File: src/hdl/gcd_pkg.sv
`default_nettype none
package gcd_pkg;

  localparam int unsigned ANGLE_FRAC_BITS = 16;

  localparam int unsigned LAT_W  = 24;
  localparam int unsigned LON_W  = 25;
  localparam int unsigned DIST_W = 23;

  // 0.01745327 rad per degree in Q32
  localparam int unsigned    RPD_W           = 27;
  localparam logic [26:0]    RAD_PER_DEG_Q32 = 27'd74961224;

  // angles in Q30
  localparam logic [33:0] PI_Q30               = 34'd3373259426;
  localparam logic [33:0] TWO_PI_Q30           = 34'd6746518852;
  localparam logic [33:0] HALF_PI_Q30          = 34'd1686629713;
  localparam logic [33:0] QUARTER_PI_Q30       = 34'd843314857;
  localparam logic [33:0] THREE_QUARTER_PI_Q30 = 34'd2529944570;
  localparam logic signed [31:0] ONE_Q30       = 32'sd1073741824;

  // 6371.01 km in Q16
  localparam logic [28:0]        RADIUS_Q16 = 29'd417530511;
  localparam logic [DIST_W-1:0]  DIST_MAX   = 23'd5124096;

  localparam int unsigned TAYLOR_TERMS = 7;
  localparam int unsigned ACOS_STEPS   = 32;

  // round a Q60 product back to Q30, floor after adding one half
  function automatic logic signed [33:0] rnd_q30(input logic signed [63:0] p);
    logic signed [63:0] t;
    t = p + 64'sd536870912;
    return 34'(t >>> 30);
  endfunction

endpackage
`default_nettype wire

File: src/hdl/gcd_deg2rad.sv
`default_nettype none
module gcd_deg2rad #(
  parameter int unsigned DEG_W     = 24,
  parameter int unsigned FRAC_BITS = gcd_pkg::ANGLE_FRAC_BITS,
  parameter int unsigned RAD_W     = DEG_W + gcd_pkg::RPD_W - FRAC_BITS
) (
  input  logic                    clk_i,
  input  logic                    rst_ni,
  input  logic                    en_i,
  input  logic                    valid_i,
  input  logic signed [DEG_W-1:0] deg_i,
  output logic                    valid_o,
  output logic signed [RAD_W-1:0] rad_o
);
  localparam int unsigned PROD_W = DEG_W + gcd_pkg::RPD_W;
  localparam int unsigned SH     = FRAC_BITS + 2;
  localparam logic [PROD_W:0] HALF_LSB = (PROD_W + 1)'(1) << (SH - 1);

  logic [DEG_W-1:0]  mag_d, mag_q;
  logic              neg1_q, neg2_q;
  logic              v1_q, v2_q, v3_q;
  logic [PROD_W-1:0] prod_q;
  logic [PROD_W:0]   sum_w;
  logic [RAD_W-1:0]  mag_r;
  logic signed [RAD_W-1:0] rad_d, rad_q;

  assign mag_d = deg_i[DEG_W-1] ? (~deg_i + 1'b1) : deg_i;
  assign sum_w = {1'b0, prod_q} + HALF_LSB;
  assign mag_r = RAD_W'(sum_w >> SH);
  assign rad_d = neg2_q ? -$signed(mag_r) : $signed(mag_r);

  always_ff @(posedge clk_i or negedge rst_ni) begin
    if (!rst_ni) begin
      v1_q <= 1'b0;
      v2_q <= 1'b0;
      v3_q <= 1'b0;
    end else if (en_i) begin
      v1_q <= valid_i;
      v2_q <= v1_q;
      v3_q <= v2_q;
    end
  end

  always_ff @(posedge clk_i) begin
    if (en_i) begin
      mag_q  <= mag_d;
      neg1_q <= deg_i[DEG_W-1];
      prod_q <= PROD_W'(mag_q) * PROD_W'(gcd_pkg::RAD_PER_DEG_Q32);
      neg2_q <= neg1_q;
      rad_q  <= rad_d;
    end
  end

  assign valid_o = v3_q;
  assign rad_o   = rad_q;

endmodule
`default_nettype wire

File: config.mk
export PLATFORM = sky130hd
export DESIGN_NAME = gcd_deg2rad
export DESIGN_NICKNAME = d
export VERILOG_FILES = /design/src/hdl/gcd_pkg.sv /design/src/hdl/gcd_deg2rad.sv
export SDC_FILE = /design/constraint.sdc
export NUM_CORES = 1
export LEC_CHECK = 0
export BUFFER_PORTS_ARGS = -buffer_cell sky130_fd_sc_hd__buf_2
export CAP_MARGIN = 20
export CORE_MARGIN = 2
export CORE_UTILIZATION = 25
export DETAILED_ROUTE_END_ITERATION = 12
export GPL_TIMING_DRIVEN = 0
export PLACE_DENSITY_LB_ADDON = 0.2
export SLEW_MARGIN = 10
export SYNTH_ARGS = -nofsm -noshare
export SYNTH_HDL_FRONTEND = slang
export SYNTH_SLANG_ARGS = --single-unit
File: constraint.sdc
create_clock -name clk_i -period 7.7 [get_ports clk_i]
set_input_delay 0.385 -clock clk_i [delete_from_list [all_inputs] [get_ports clk_i]]
set_output_delay 0.385 -clock clk_i [all_outputs]
set_load 0.005 [all_outputs]
==> After elaboration in Yosys (flattened, before gate mapping) <==
Cells that the tools add are included.
{ "word_totals": {"reg_bits": 112, "in_bits": 28, "output_inout_bits": 36, "word_cells": 17} }
{ "op_classes": {"addsub": 3, "multipliers": 1, "n_mux": 2, "bitwise_logic": 1} }
{ "op_table": {"columns": ["cell", "count"], "rows": [
  ["$add A51 B18 Y52 const B", 1],
  ["$mul A24 B24 Y48 const B", 1],
  ["$neg A34 Y35", 1],
  ["$mux W34", 1],
  ["$add A24 B1 Y24 const B", 1],
  ["$not A24 Y24", 1],
  ["$mux W23", 1]
]} }

==> Logic depth before layout (Yosys ltp) <==
{ "logic_depth": {"ltp_word": 3, "mapped_depth": 23, "depth_no_buf": 22} }

==> Worst setup path after synthesis <==
OpenSTA, ideal clock, no wires.
{ "synth_path": {"path_type": "reg-to-reg", "from": "register mag_q[7]", "to": "register prod_q[50] (data pin)", "setup_time_ns": 0.258, "arrival_ns": 6.589, "required_time_ns": 7.442, "setup_slack_ns": 0.853, "path_stages_with_launch": 24, "path_buffers": 1, "synth_period_minus_slack_ns": 6.847, "cell_sequence": "edfxtp_1 inv_1 fa_1 fa_1 inv_1 fa_1 inv_1 fa_1 inv_1 fa_1 fa_1 inv_1 fa_1 inv_1 ha_1 clkbuf_1 o21a_1 o21a_1 a221oi_1 a311oi_1 or3_1 o31a_1 a21oi_1 xnor2_1"} }
{ "synth_via": {"elab_chain_len": 1} }
{ "synth_rtl": {"columns": ["element", "line_no", "rtl"], "rows": [
  ["start, declared", "gcd_deg2rad.sv:19", "logic [DEG_W-1:0] mag_d, mag_q;"],
  ["start signal, assigned", "gcd_deg2rad.sv:46", "mag_q <= mag_d;"],
  ["$mul A24 B24 Y48", "gcd_deg2rad.sv:48", "prod_q <= PROD_W'(mag_q) * PROD_W'(gcd_pkg::RAD_PER_DEG_Q32);"],
  ["end signal, assigned", "gcd_deg2rad.sv:48", null],
  ["end, declared", "gcd_deg2rad.sv:22", "logic [PROD_W-1:0] prod_q;"]
]} }
Every way passes these cells.
A chain may end at the register's enable or synchronous reset.

==> Worst setup path in the final report <==
{ "layout_path": {"from": "register mag_q[9]", "to": "register prod_q[50] (data pin)"} }
The elaborated chain is that of the path after synthesis.

==> impl_metrics.env <==
export IMPL_status="finished clean"
export IMPL_seq_area_um2=2930
export IMPL_synth_cell_type_count=76
export IMPL_gp_congestion=0.821
export IMPL_detail_route_antenna_nets=0
export IMPL_via_per_inst=4.24
export IMPL_synthToLayoutAreaGrowth_pct=11.8
export IMPL_die_width_um=255
export IMPL_diodes=0
export IMPL_die_area_um2=65000
export IMPL_die_h_um=255
export IMPL_cts_num_sinks=98
export IMPL_cts_root_buf="clkbuf_16"
export IMPL_yosys_mux_area_fraction_pct=0.469
export IMPL_synthFlopType="edfxtp_1"
export IMPL_fmax_mhz=136
export IMPL_wl_um=40200
export IMPL_worst_slack_ns=0.322
export IMPL_fin_util_pct=28.4
export IMPL_hold_viol=0
export IMPL_maxSlewHeadroom_pct=43.8
export IMPL_dpl_cell_area_um2=17100
export IMPL_synth_warnings=0
export IMPL_min_path_cells=1
export IMPL_stdcell_area_um2=17600
export IMPL_core_area_um2=61900
export IMPL_synthDominantCellAreaShare_pct=28.5
export IMPL_synth_cells=1566
export IMPL_finalSetupViolCount=0
export IMPL_io_buffers=63
export IMPL_yosysMostFrequentCell="inv_1"
export IMPL_r2r_start="mag_q[9]"
export IMPL_synth_compound_area_share_pct=8.07
export IMPL_maxSlewViolCount=0
export IMPL_async_flop_share_pct=3.06
export IMPL_cts_buffer_depth=2
export IMPL_crit_path_start="mag_q[9]"
export IMPL_ys_seq_area_share_pct=18.6
export IMPL_tightest_slew_ns=0.822
export IMPL_cts_buffers_inserted=9
export IMPL_start_kind="flop"
export IMPL_synthXorXnorAreaFrac_pct=6.29
export IMPL_cp_endpoint="prod_q[50]"
export IMPL_grt_antenna_before_repair=0
export IMPL_instances_no_fill=2499
export IMPL_first_global_vias=11300
export IMPL_r2r_end="prod_q[50]"
export IMPL_wire_per_inst_um=16.1
export IMPL_yosys_area_top_type="fa_1"
export IMPL_grt_pass1_wl_um=64100
export IMPL_timing_max_cap_violations=0
export IMPL_synth_top_family_by_area="adder cells"
export IMPL_cts_tree="built"
export IMPL_vias=10600
export IMPL_h_tree_depth=3
export IMPL_std_cell_rows=91
export IMPL_multi_input_area_um2=11100
export IMPL_hold_class="in -> reg"
export IMPL_critPathKind="reg -> reg"
export IMPL_drive_gt1_share_pct=8.48
export IMPL_synthAdderAreaFrac_pct=47.1
export IMPL_drt_iter0_markers=495
export IMPL_grt_max_degree=40
export IMPL_synth_seq_cells=98
export IMPL_synth_common_cells="inv_1 (416), ha_1 (234), fa_1 (224)"
export IMPL_synth_nets=2052
export IMPL_dp_slack_ns=-0.174
export IMPL_synth_area_top_cells="fa_1 (29%), ha_1 (19%), edfxtp_1 (18%), inv_1 (9.9%), xnor2_1 (4.8%)"
export IMPL_io_pins=64
export IMPL_initial_core_util_pct=25.4
export IMPL_clk_pin_slew_ns=0.09
export IMPL_synthesis_area_um2=15700
export IMPL_period_needed_ns=7.38
export IMPL_fin_nets=2143
export IMPL_grt_overflow_total=0
export IMPL_worstPathMaxFanout=6
export IMPL_fin_worst_skew_ns=0.0224
export IMPL_cp_arrival_ns=7.51
export IMPL_fin_crit_sh_pct=95.8
export IMPL_fillers=6619
export IMPL_clk_latency_ns=0.40
export IMPL_firstDrtPassIters=5
export IMPL_drc_errors=0
export IMPL_dp_cells=2468
export IMPL_ff2ff_path_depth=20
export IMPL_synthSimpleGateAreaFrac_pct=8.62
export IMPL_synth_edf_count=95
export IMPL_synth_avg_cell_area_um2=10.0
export IMPL_grt_total_usage_pct=12.9
export IMPL_worstSetupEndpointType="flop"
export IMPL_crit_required_ns=7.83
export IMPL_rsz0062_at_grt="no"
export IMPL_detailed_place_hpwl_um=34600
export IMPL_r2r_slack_ns=0.32
-- cell usage in the layout (no fill, tap or decap), drive strengths merged, types with 5 or more instances in the layout --
master | netlist | layout
ha | 234 | 234
and2 | 7 | 7
nor2 | 44 | 44
nor4 | 10 | 10
or3 | 18 | 18
nand3 | 33 | 33
fa | 224 | 224
nand2 | 50 | 50
clkbuf | 17 | 26
xor2 | 26 | 26
nand2b | 7 | 7
xnor2 | 87 | 87
o21a | 9 | 9
and4 | 7 | 7
o21ai | 47 | 47
a31oi | 8 | 8
inv | 416 | 419
nand4 | 20 | 20
o31ai | 12 | 12
or4 | 11 | 11
nor3 | 17 | 17
o211ai | 5 | 5
edfxtp | 95 | 95
a21oi | 52 | 52
a21o | 21 | 21
buf | 14 | 93
-- sequential cells by signal, indices dropped and copies added (netlist names) --
name	cells
neg1_q	1
prod_q	34
v1_q	1
v2_q	1
valid_o	1
neg2_q	1
mag_q	24
rad_o	35
-- layout make-up --
class	count	share of cell area [%]
Buffer	31	0.782
Clock buffer	9	1.28
Clock inverter	7	0.476
Inverter	417	8.90
Multi-Input combinational cell	1020	63.3
Sequential cell	98	16.6
Tap cell	837	5.95
Timing Repair Buffer	80	2.69
-- logic make-up (layout without fill, tap and decap cells) --
family / after synthesis / count (layout)
buf+inv: 448 / 544
mux: 7 / 7
xor+xnor: 113 / 113
flops: 98 / 98
compound gates: 196 / 196
simple gates: 246 / 246
fa+ha+maj: 458 / 458
-- worst max-delay path, cell delays in order, from the launching register on --
cell      delay (ns)
edfxtp_1        0.60
inv_2           0.18
fa_1            0.52
fa_1            0.56
inv_1           0.06
fa_1            0.51
fa_1            0.46
fa_1            0.52
fa_1            0.65
inv_1           0.09
fa_1            0.54
inv_1           0.04
ha_1            0.40
and2_1          0.25
and4_1          0.21
o311ai_1        0.20
a311oi_2        0.29
or3_1           0.46
o31a_1          0.28
a21oi_1         0.18
xnor2_1         0.10
-- what timing repair did --
item	4_1_cts	5_1_grt
hold buffers	1	0
setup buffers	2	12
resized for setup	2	6
gates cloned	0	0
hold endpoints to repair	3	0
setup endpoints to repair	2	11
-- worst min path at each step --
stage / start / end / slack, ns
global route: deg_i[0] / mag_q[0] / 0.18
global placement: rst_ni / valid_o / 0.18
CTS: deg_i[0] / mag_q[0] / 0.17
floorplan: rst_ni / v1_q / 0.09
finish: deg_i[0] / mag_q[0] / 0.19
detailed placement: rst_ni / v2_q / 0.18
-- routing by layer --
layer,wire length [um],up-vias,part of all wire [%],track usage (%)
li1,-,5259,-,-
met1,19200,5163,48,17.5
met2,19100,135,48,21.6
met3,1230,28,3.0,2.20
met4,638,0,1.6,2.96
met5,0,-,0,0
-- metrics by stage --
| stage | hold WS (ns) | TNS [ns] |
|---|---|---|
| floorplan | 0.0894 | 0 |
| global placement | 0.180 | -0.201 |
| detailed placement | 0.183 | -0.209 |
| CTS | 0.172 | 0 |
| global route | 0.182 | 0 |
| finish | 0.187 | 0 |
Power is not shown: default switching activity piles up to over one toggle a cycle in this logic, so the estimate is an artifact.
